**src/rtl/core/pps_pkg.sv**
```systemverilog
package pps_pkg;

    localparam int HEAP_DEPTH_DEF    = 64;
    localparam int PRIORITY_BITS_DEF = 8;
    localparam int TIME_BITS_DEF     = 16;

    localparam int ID_W    = 8;
    localparam int BURST_W = 16;
    localparam int STAT_W  = 3;
    localparam int OUT_T_W = 16;

    localparam logic OP_ARRIVE = 1'b0;
    localparam logic OP_TICK   = 1'b1;

    localparam logic [STAT_W-1:0] ST_ACCEPT = 3'd0;
    localparam logic [STAT_W-1:0] ST_DROP   = 3'd1;
    localparam logic [STAT_W-1:0] ST_IDLE   = 3'd2;
    localparam logic [STAT_W-1:0] ST_RAN    = 3'd3;
    localparam logic [STAT_W-1:0] ST_DONE   = 3'd4;

    // Heap memory port commands, sequencer to memory.
    typedef struct packed {
        logic rd_en;
        logic wr_en;
    } t_mem_ctl;

endpackage

```
**src/rtl/core/pps_heap_mem.sv**
```systemverilog
module pps_heap_mem #(
    parameter int DEPTH  = pps_pkg::HEAP_DEPTH_DEF,
    parameter int WIDTH  = 8,
    parameter int AW     = $clog2(DEPTH)
) (
    input  logic             i_clk,
    input  pps_pkg::t_mem_ctl i_ctl,
    input  logic [AW-1:0]    i_rd_addr,
    input  logic [AW-1:0]    i_wr_addr,
    input  logic [WIDTH-1:0] i_wr_data,
    output logic [WIDTH-1:0] o_rd_data
);

    logic [WIDTH-1:0] r_mem [DEPTH];
    logic [WIDTH-1:0] r_rd_data;

    always_ff @(posedge i_clk) begin
        if (i_ctl.wr_en) begin
            r_mem[i_wr_addr] <= i_wr_data;
        end
        if (i_ctl.rd_en) begin
            r_rd_data <= r_mem[i_rd_addr];
        end
    end

    assign o_rd_data = r_rd_data;

endmodule

```
**src/rtl/core/preemptive_priority_scheduler.sv**
```systemverilog
// Preemptive priority scheduler on a binary min-heap (lower priority value wins).
// Input stream s_axis: one item per command. tuser = operation (0 arrive,
// 1 tick); tdata = process_id, priority_req, burst_time from bit 0 up.
// Output stream m_axis: exactly one result item per input item.
// An arrive stamps the entry with the current time and sifts it up the heap;
// a full heap drops it. A tick pops the root, records first response, runs it
// one time unit and reinserts it if work remains, then advances the time.
// The heap lives in one synchronous memory (one read, one write per cycle);
// all six entry fields are kept in one wide word.
// One item is in work at a time; the next item is taken only after the receiver
// takes the result and the state returns to idle. A stalled receiver holds the
// result in the output register and s_axis_tready stays low until it is taken.
// Reset (synchronous, active low) empties the heap and clears time to zero;
// memory contents need no clearing since the fill count guards every read.
module preemptive_priority_scheduler #(
    parameter int HEAP_DEPTH    = pps_pkg::HEAP_DEPTH_DEF,
    parameter int PRIORITY_BITS = pps_pkg::PRIORITY_BITS_DEF,
    parameter int TIME_BITS     = pps_pkg::TIME_BITS_DEF
) (
    input  logic        i_clk,
    input  logic        i_rst_n,
    input  logic        s_axis_tvalid,
    output logic        s_axis_tready,
    input  logic [31:0] s_axis_tdata,  // process_id[7:0], priority_req[15:8], burst_time[31:16]
    input  logic        s_axis_tuser,  // operation
    output logic        m_axis_tvalid,
    input  logic        m_axis_tready,
    output logic [87:0] m_axis_tdata   // status[2:0], run_id[10:3], run_time[26:11],
                                       // finish_time[42:27], response_time[58:43],
                                       // entry_time[74:59], zero pad [87:75]
);

    localparam int AW  = (HEAP_DEPTH > 1) ? $clog2(HEAP_DEPTH) : 1;
    localparam int CW  = $clog2(HEAP_DEPTH + 1);
    localparam int XW  = AW + 2;
    localparam int PW  = PRIORITY_BITS;
    localparam int TW  = TIME_BITS;
    localparam int IW  = pps_pkg::ID_W;
    localparam int RW  = pps_pkg::BURST_W;
    localparam int EW  = PW + IW + RW + TW + TW + 1;
    localparam int OW  = pps_pkg::OUT_T_W;

    typedef struct packed {
        logic [PW-1:0] prio;
        logic [IW-1:0] id;
        logic [RW-1:0] rem;
        logic [TW-1:0] ent;
        logic          rflag;
        logic [TW-1:0] resp;
    } t_entry;

    typedef enum logic [3:0] {
        S_IDLE, S_UP_RD, S_UP_CMP, S_POP_RD0, S_POP_RDL, S_POP_GOT,
        S_DN_RDL, S_DN_RDR, S_DN_CMP, S_REINS, S_OUT
    } t_state;

    t_state          r_state;
    logic [CW-1:0]   r_count;
    logic [TW-1:0]   r_time;
    t_entry          r_cur;    // entry being moved (hole contents)
    logic [AW-1:0]   r_pos;
    t_entry          r_lch;
    t_entry          r_pop;    // popped entry waiting for reinsert
    logic            r_reins;
    logic [pps_pkg::STAT_W-1:0] r_stat;
    logic [IW-1:0]   r_oid;
    logic [OW-1:0]   r_orun, r_ofin, r_oresp, r_oent;
    logic            r_ovalid;

    pps_pkg::t_mem_ctl n_ctl;
    logic [AW-1:0]   n_rd_addr, n_wr_addr;
    t_entry          n_wr_data;
    logic [EW-1:0]   w_rd;
    t_entry          w_rde;

    assign w_rde = t_entry'(w_rd);

    pps_heap_mem #(.DEPTH(HEAP_DEPTH), .WIDTH(EW), .AW(AW)) u_mem (
        .i_clk    (i_clk),
        .i_ctl    (n_ctl),
        .i_rd_addr(n_rd_addr),
        .i_wr_addr(n_wr_addr),
        .i_wr_data(n_wr_data),
        .o_rd_data(w_rd)
    );

    // Child index helpers (wide enough to detect out of range).
    logic [AW:0] w_l, w_r, w_par;
    assign w_l   = {r_pos, 1'b1};
    assign w_r   = {r_pos, 1'b0} + {{AW{1'b0}}, 1'b1} + {{AW{1'b0}}, 1'b1};
    assign w_par = ({1'b0, r_pos} - {{AW{1'b0}}, 1'b1}) >> 1;

    logic w_l_in, w_r_in;
    assign w_l_in = (XW'(w_l) < XW'(r_count));
    assign w_r_in = (XW'(w_r) < XW'(r_count));

    // Sift-down choice: left when strictly smaller than the hole entry,
    // right when strictly smaller than the better of the two.
    logic [PW-1:0] w_min_lc;
    logic          w_pick_l, w_pick_r;
    assign w_min_lc = (r_lch.prio < r_cur.prio) ? r_lch.prio : r_cur.prio;
    assign w_pick_r = w_r_in && (w_rde.prio < w_min_lc);
    assign w_pick_l = !w_pick_r && (r_lch.prio < r_cur.prio);

    // Memory port drive
    always_comb begin
        n_ctl     = '0;
        n_rd_addr = r_pos;
        n_wr_addr = r_pos;
        n_wr_data = r_cur;
        unique case (r_state)
            S_UP_RD: begin
                n_ctl.rd_en = (r_pos != '0);
                n_rd_addr   = w_par[AW-1:0];
                n_ctl.wr_en = (r_pos == '0);
            end
            S_UP_CMP: begin
                // parent larger: move parent down into hole, else settle here
                n_ctl.wr_en = 1'b1;
                if (w_rde.prio > r_cur.prio) begin
                    n_wr_data = w_rde;
                end
            end
            S_POP_RD0: begin
                n_ctl.rd_en = 1'b1;
                n_rd_addr   = '0;
            end
            S_POP_RDL: begin
                n_ctl.rd_en = 1'b1;
                n_rd_addr   = AW'(r_count);
            end
            S_DN_RDL: begin
                n_ctl.rd_en = w_l_in;
                n_rd_addr   = w_l[AW-1:0];
                n_ctl.wr_en = !w_l_in;
            end
            S_DN_RDR: begin
                n_ctl.rd_en = w_r_in;
                n_rd_addr   = w_r[AW-1:0];
            end
            S_DN_CMP: begin
                // chosen child moves up into the hole, else the hole settles
                n_ctl.wr_en = 1'b1;
                if (w_pick_r) begin
                    n_wr_data = w_rde;
                end else if (w_pick_l) begin
                    n_wr_data = r_lch;
                end
            end
            default: ;
        endcase
    end

    t_entry        w_popped;
    always_comb begin
        w_popped = r_lch;
        if (!r_lch.rflag) begin
            w_popped.rflag = 1'b1;
            w_popped.resp  = r_time - r_lch.ent;
        end
        w_popped.rem = (r_lch.rem > RW'(1)) ? (r_lch.rem - RW'(1)) : '0;
    end

    always_ff @(posedge i_clk) begin
        if (!i_rst_n) begin
            r_state  <= S_IDLE;
            r_count  <= '0;
            r_time   <= '0;
            r_ovalid <= 1'b0;
        end else begin
            unique case (r_state)
                S_IDLE: begin
                    if (s_axis_tvalid) begin
                        r_oid  <= '0;
                        r_orun <= '0;
                        r_ofin <= '0;
                        r_oresp <= '0;
                        r_oent <= '0;
                        if (s_axis_tuser == pps_pkg::OP_ARRIVE) begin
                            if (r_count >= CW'(HEAP_DEPTH)) begin
                                r_stat  <= pps_pkg::ST_DROP;
                                r_state <= S_OUT;
                            end else begin
                                r_stat      <= pps_pkg::ST_ACCEPT;
                                r_cur.prio  <= PW'(s_axis_tdata[15:8]);
                                r_cur.id    <= s_axis_tdata[7:0];
                                r_cur.rem   <= (s_axis_tdata[31:16] == '0) ? RW'(1)
                                                                         : s_axis_tdata[31:16];
                                r_cur.ent   <= r_time;
                                r_cur.rflag <= 1'b0;
                                r_cur.resp  <= '0;
                                r_pos       <= AW'(r_count);
                                r_count     <= r_count + CW'(1);
                                r_state     <= S_UP_RD;
                            end
                        end else if (r_count == '0) begin
                            r_stat  <= pps_pkg::ST_IDLE;
                            r_orun  <= OW'(r_time);
                            r_time  <= r_time + TW'(1);
                            r_state <= S_OUT;
                        end else begin
                            r_count <= r_count - CW'(1);
                            r_state <= S_POP_RD0;
                        end
                    end
                end
                S_UP_RD: begin
                    r_state <= (r_pos == '0) ? S_OUT : S_UP_CMP;
                end
                S_UP_CMP: begin
                    if (w_rde.prio > r_cur.prio) begin
                        r_pos   <= w_par[AW-1:0];
                        r_state <= S_UP_RD;
                    end else begin
                        r_state <= S_OUT;
                    end
                end
                S_POP_RD0: r_state <= S_POP_RDL;
                S_POP_RDL: begin
                    r_lch   <= w_rde; // root
                    r_state <= S_POP_GOT;
                end
                S_POP_GOT: begin
                    r_cur   <= w_rde; // last entry
                    r_pop   <= w_popped;
                    r_oid   <= r_lch.id;
                    r_orun  <= OW'(r_time);
                    r_oresp <= OW'(w_popped.resp);
                    r_oent  <= OW'(r_lch.ent);
                    r_reins <= (w_popped.rem != '0);
                    if (w_popped.rem == '0) begin
                        r_stat <= pps_pkg::ST_DONE;
                        r_ofin <= OW'(r_time + TW'(1));
                    end else begin
                        r_stat <= pps_pkg::ST_RAN;
                    end
                    r_time  <= r_time + TW'(1);
                    r_pos   <= '0;
                    r_state <= (r_count == '0) ? S_REINS : S_DN_RDL;
                end
                S_DN_RDL: begin
                    r_state <= w_l_in ? S_DN_RDR : S_REINS;
                end
                S_DN_RDR: begin
                    r_lch   <= w_rde; // left child
                    r_state <= S_DN_CMP;
                end
                S_DN_CMP: begin
                    if (w_pick_r) begin
                        r_pos   <= w_r[AW-1:0];
                        r_state <= S_DN_RDL;
                    end else if (w_pick_l) begin
                        r_pos   <= w_l[AW-1:0];
                        r_state <= S_DN_RDL;
                    end else begin
                        r_state <= S_REINS;
                    end
                end
                S_REINS: begin
                    // a preempted process goes back at the end and climbs
                    if (r_reins) begin
                        r_cur   <= r_pop;
                        r_pos   <= AW'(r_count);
                        r_count <= r_count + CW'(1);
                        r_state <= S_UP_RD;
                    end else begin
                        r_state <= S_OUT;
                    end
                end
                S_OUT: begin
                    if (!r_ovalid) begin
                        r_ovalid <= 1'b1;
                    end else if (m_axis_tready) begin
                        r_ovalid <= 1'b0;
                        r_state  <= S_IDLE;
                    end
                end
                default: r_state <= S_IDLE;
            endcase
        end
    end

    assign s_axis_tready = (r_state == S_IDLE) && i_rst_n;
    assign m_axis_tvalid = r_ovalid;
    assign m_axis_tdata  = {13'd0, r_oent, r_oresp, r_ofin, r_orun, r_oid, r_stat};

`ifndef NO_ASSERTIONS
    a_count_range: assert property (@(posedge i_clk) disable iff (!i_rst_n)
        r_count <= CW'(HEAP_DEPTH));

    a_out_hold: assert property (@(posedge i_clk) disable iff (!i_rst_n)
        m_axis_tvalid && !m_axis_tready |=> m_axis_tvalid && $stable(m_axis_tdata));

    a_one_in_flight: assert property (@(posedge i_clk) disable iff (!i_rst_n)
        !(s_axis_tready && m_axis_tvalid));
`endif

endmodule

```
**config.mk**
```make
export PLATFORM = sky130hd
export DESIGN_NAME = preemptive_priority_scheduler
export DESIGN_NICKNAME = d
export VERILOG_FILES = /design/src/rtl/core/pps_pkg.sv /design/src/rtl/core/pps_heap_mem.sv /design/src/rtl/core/preemptive_priority_scheduler.sv
export SDC_FILE = /design/constraint.sdc
export NUM_CORES = 2
export LEC_CHECK = 0
export BUFFER_PORTS_ARGS = -buffer_cell sky130_fd_sc_hd__buf_2
export CAP_MARGIN = 20
export CELL_PAD_IN_SITES_DETAIL_PLACEMENT = 0
export CELL_PAD_IN_SITES_GLOBAL_PLACEMENT = 1
export CORE_MARGIN = 5
export CORE_UTILIZATION = 48
export CTS_CLUSTER_DIAMETER = 40
export DETAILED_ROUTE_END_ITERATION = 16
export PLACE_DENSITY = 0.75
export SYNTH_ARGS = -nofsm -noshare
export SYNTH_HDL_FRONTEND = slang
export SYNTH_MEMORY_MAX_BITS = 65536
export SYNTH_SLANG_ARGS = --single-unit
```
**constraint.sdc**
```tcl
create_clock -name i_clk -period 8.2 [get_ports i_clk]
set_input_delay 0.82 -clock i_clk [delete_from_list [all_inputs] [get_ports i_clk]]
set_output_delay 0.82 -clock i_clk [all_outputs]
set_load 0.05 [all_outputs]
```
== Word level (Yosys, flattened, before mapping) ==
Memories as Yosys holds them, arrays and structs flattened. A register that Yosys moved wholly into a read port is not among the register bits.
Index checks and enable logic that the tools add are counted.

* RAM bits: 4160
* Output and inout port bits: 90
* Memories kept: 1
* Input bits: 37
* Bits in registers: 305

* Reduce and logical (&&, ||, !) cells: 29
* Mux-type cells: 69
* Order comparisons: 7
* Add/subtract/negate cells: 8
* Equality and inequality tests: 24

{| class="wikitable"
|+ Memory list
! memory !! depth !! width !! read ports !! clocked after Yosys merged registers in !! wr ports !! RTL line !! RTL
|-
| u_mem.r_mem || 64 || 65 || 1 || 1 || 1 || pps_heap_mem.sv:14 || <nowiki>logic [WIDTH-1:0] r_mem [DEPTH];</nowiki>
|}

{| class="wikitable"
|+ Operators with widths
! kind !! number
|-
| 65-bit two-way mux || 7
|-
| 65-bit one-hot mux with 3 select lines || 1
|-
| 16-bit two-way mux || 11
|-
| 16-bit one-hot mux with 2 select lines || 5
|-
| 65-bit one-hot mux with 2 select lines || 1
|-
| 6-bit one-hot mux with 5 select lines || 2
|-
| 4-bit two-way mux || 13
|-
| 4-bit one-hot mux with 11 select lines || 1
|-
| 6-bit two-way mux || 7
|-
| 7-bit two-way mux || 5
|-
| 16-bit zero test || 2
|-
| 7-bit by 1-bit adder with 7-bit output (second input constant) || 3
|-
| 2-bit inequality test (second input constant) || 10
|-
| 16-bit by 1-bit adder with 16-bit output (second input constant) || 1
|-
| 4-bit by 3-bit equality test with 1-bit output (second input constant) || 4
|-
| 16-bit by 1-bit > comparator with 1-bit output (second input constant) || 1
|-
| 8-bit < comparator || 2
|-
| 8-bit two-way mux || 2
|-
| 8-bit one-hot mux with 2 select lines || 1
|-
| 16-bit nonzero test || 1
|-
| 16-bit by 1-bit subtractor with 16-bit output (second input constant) || 1
|-
| 16-bit subtractor || 1
|-
| 7-bit < comparator || 2
|-
| 7-bit one-hot mux with 2 select lines || 1
|-
| other kinds (29) || 52
|}

== Logic depth before layout (Yosys ltp) ==
* Depth in word-level cells: 9
* Depth in mapped cells: 20

== Cells and area by module ==
Synthesis repeated with hierarchy kept, for this count alone.

* Cell total of the unflattened synthesis: 8266
* Area, all modules: 174964.1 µm²

{| class="wikitable"
|+ By module, submodules not included
! module !! times used !! area each (µm²) !! cells an instance
|-
| pps_heap_mem || 1 || 158754.8 || 6764
|-
| preemptive_priority_scheduler || 1 || 16209.3 || 1502
|}

== Worst setup path after synthesis ==
Ideal clock, no wire load.

* Path type: input -> register
* Start point: input i_rst_n
* End point: register r_lch[0] (netlist bit) (enable)
* Setup time: 0.648 ns
* Stages: 3
* Arrival time: 7.286 ns
* Path buffers: 1
* Setup slack: 0.266 ns
* Data required time: 7.552 ns
* Cell sequence: inv_1 -> clkbuf_1 -> nor4_1

* Cells in the longest elaborated chain, start to end: 1

{| class="wikitable"
|+ RTL lines
! item !! RTL line !! RTL
|-
| start, declared || preemptive_priority_scheduler.sv:21 || <nowiki>input logic i_rst_n,</nowiki>
|-
| 2-bit AND reduction (no line) || - ||
|-
| end signal, assigned || preemptive_priority_scheduler.sv:220 || <nowiki>r_lch <= w_rde;</nowiki>
|-
| end signal, assigned || preemptive_priority_scheduler.sv:245 || <nowiki>r_lch <= w_rde;</nowiki>
|-
| end, declared || preemptive_priority_scheduler.sv:62 || <nowiki>t_entry r_lch;</nowiki>
|}

Every way passes these cells.
A chain may end at the register's enable or synchronous reset.

==> results_dict.tcl <==
set metrics [dict create \
    status "finished, final reports clean" \
    rows 226 \
    clock_latency_ns 1.05 \
    netlist_instances 13800 \
    setup_tns_ns 0 \
    cap_violations 0 \
    worst-endpoint-required_ns 9.01 \
    synth_edf_count 4501 \
    cp-start-kind "flop" \
    critPathMaxFanout 38 \
    synth_seq_area_share 0.743 \
    htree_levels 6 \
    drtAntennaViolNets 0 \
    slew_viol_final 0 \
    fp.dieH_microns 627 \
    clockRootBuffer "clkbuf_16" \
    fin_skew_ns 0.0565 \
    dp_hpwl_microns 303000 \
    ios 127 \
    fin_nets 13900 \
    hold_violations 0 \
    io_buffers 113 \
    core_area_sq_mm 0.379 \
    fp.dieW_microns 627 \
    ys_ff_latch 4529 \
    cellPowerDensity_mw_per_mm2 436 \
    yosysMostFrequentCell "edfxtp_1" \
    grt_max_degree 177 \
    wirelength_microns 615000 \
    grt_first_pass_wirelength_microns 853000 \
    synth_common_cells "edfxtp_1 (4501), nand2_1 (4329), nand3_1 (1335)" \
    setup_viol 0 \
    gp_congestion 0.907 \
    cp_cell_sequence "inv_1 > ha_1 > and3_1 > a221oi_1 > o21ai_1 > a21oi_1 > buf_4 > nor2_1 > a21oi_1 > ha_1 > a21oi_1 > nor2b_1 > o21ai_0 > nand2b_1 > a311o_1 > o211ai_2 > o21ai_4 > buf_4 > a221o_1 > buf_4" \
    drive_gt1_frac 0.104 \
    timing.hold.ws_ns 0.100 \
    max_freq_mhz 158 \
    post-route-period-util 0.771 \
    dp_slack_ns 1.93 \
    slowest_stage "a221o_1" \
    endpoint_kind "flop" \
    drtIter0Drc 20600 \
    path_class "flop to flop" \
    cts_tree "built" \
    crit_arrival_ns 7.13 \
    ys_top_cells_by_area "edfxtp_1 (74%), nand2_1 (8.9%), a311oi_1 (4.4%), nand3_1 (3.7%), and3_1 (1.6%)" \
    via_count 123000 \
    cts_sinks 4529 \
    tightest_slew_ns 1.30 \
    ys.flop_type "edfxtp_1" \
    synth-async-reset-ratio 0 \
    min_path_type "input port to flop" \
    rsz0062_at_grt "no" \
    syn_area_sq_mm 0.183 \
    cts_setup_buffers 0 \
    post_drt_wl_per_cell_microns 31.9 \
    cpPeakStageDelay_ns 0.84 \
    synth.distinct_cells 74 \
    numCtsBuffers 546 \
    antenna_found_initial 37 \
    p_total_mw 90.4 \
    synth_top_area_frac 0.740 \
    cts-resized-gates 0 \
    clkTransAtPathRegs_ns 0.06 \
    drcViolationCount 0 \
    grt_usage 0.304 \
    first_pass_iters 6 \
    clockBufferDepth 4 \
    synth_top_area_cell "edfxtp_1" \
    power.leakage_nw 71.1 \
    peakVddDrop_mv 0.503 \
    yosysWarningCount 0 \
    start_util 0.482 \
    min_period_ns 6.32 \
    viasPerCell 6.39 \
    hold_buffers 0 \
    setup_slack_ns 1.88 \
    grt_overflow 0 \
    grt_pass1_vias 112000 \
    synth_area_per_cell_sq_um 13.2 \
    maxSlewHeadroom 0.132 \
    dieArea_sq_mm 0.393 \
    nFillCells 30500 \
    area_growth_syn_to_layout_pct 13.6 \
    fin_util 0.548 \
]
-- cells by family (layout without fill, tap and decap cells) --
group | after synthesis | after routing | synth area share
other cells | 1 | 23 | 0.0000205
flops | 4529 | 4529 | 0.743
xor+xnor | 68 | 68 | 0.00326
simple gates | 6530 | 6530 | 0.153
compound gates | 1553 | 1553 | 0.0701
fa+ha+maj | 58 | 58 | 0.00402
mux | 7 | 7 | 0.000397
buf+inv | 1050 | 1505 | 0.0260
-- placed cells by master, fill, tap and decap left out, drive strengths merged, types with 31 or more instances in the layout --
| master | netlist | routed |
|---|---|---|
| a21oi | 54 | 54 |
| a221o | 68 | 68 |
| a22oi | 48 | 48 |
| a311oi | 908 | 908 |
| a31oi | 74 | 74 |
| and2 | 81 | 81 |
| and3 | 470 | 470 |
| buf | 505 | 471 |
| bufinv | 0 | 45 |
| clkbuf | 498 | 638 |
| clkinv | 0 | 181 |
| clkinvlp | 0 | 48 |
| edfxtp | 4501 | 4501 |
| ha | 57 | 57 |
| inv | 47 | 122 |
| nand2 | 4329 | 4329 |
| nand3 | 1335 | 1335 |
| nor2 | 198 | 198 |
| o2111a | 66 | 66 |
| o21ai | 117 | 117 |
| o21bai | 130 | 130 |
| xnor2 | 37 | 37 |
| xor2 | 31 | 31 |
-- critical path: cells and delay by family, from the launching register on --
family / cells / cell delay, ns
compound gates: 10 / 3.19
fa+ha+maj: 2 / 0.45
simple gates: 4 / 0.48
buf+inv: 4 / 1.46
flops: 1 / 0.39
-- metal layers --
metal	GRT usage	wire length, microns	vias to the layer above
li1	-	-	51500
met1	0.431	233000	61600
met2	0.452	270000	8628
met3	0.0793	84500	1474
met4	0.119	27700	12
met5	0	77	-
-- worst paths after layout --
path	startpoint	endpoint	slack, ns	depth (start not counted)
setup / recovery	r_cur[63]	u_mem.r_mem[40][45]	1.88	20
hold / removal	s_axis_tdata[1]	r_cur[50]	0.10	3
setup reg to reg	r_cur[63]	u_mem.r_mem[40][45]	1.88	20
hold reg to reg	u_mem.o_rd_data[5]	r_lch[5]	0.46	0
-- final cells by class --
class | count | area, sq um | share of cell area
Antenna cell | 10 | 25.0 | 0.000121
Clock buffer | 638 | 14400 | 0.0692
Clock inverter | 349 | 3570 | 0.0172
Inverter | 47 | 176 | 0.000850
Multi-Input combinational cell | 8229 | 42900 | 0.207
Sequential cell | 4529 | 136000 | 0.654
Tap cell | 5016 | 6280 | 0.0302
Timing Repair Buffer | 471 | 4450 | 0.0215
-- state kept, by name (all words and copies together) (netlist names) --
register,count
r_reins,1
r_oid,8
r_oent,16
r_time,16
r_stat,3
r_cur,65
r_ofin,16
r_pop,64
m_axis_tvalid,1
n_wr_addr,6
u_mem.o_rd_data,65
r_oresp,16
r_lch,65
u_mem.r_mem,4160
r_orun,16
r_state,4
r_count,7
-- per-stage QoR --
step | area, sq um | instances
global placement | 189000 | 18300
detailed placement | 189000 | 18300
floorplan | 183000 | 13800
finish | 207000 | 19300
global route | 207000 | 19300
CTS | 207000 | 19300
-- where the power goes --
group | switching, mW | internal, mW | leakage [nW]
Clock | 9.81 | 14.1 | 8.67
Combinational | 25.8 | 9.52 | 21.6
Sequential | 0.561 | 30.6 | 40.8
Note: power is estimated with default switching activity, not from simulation.
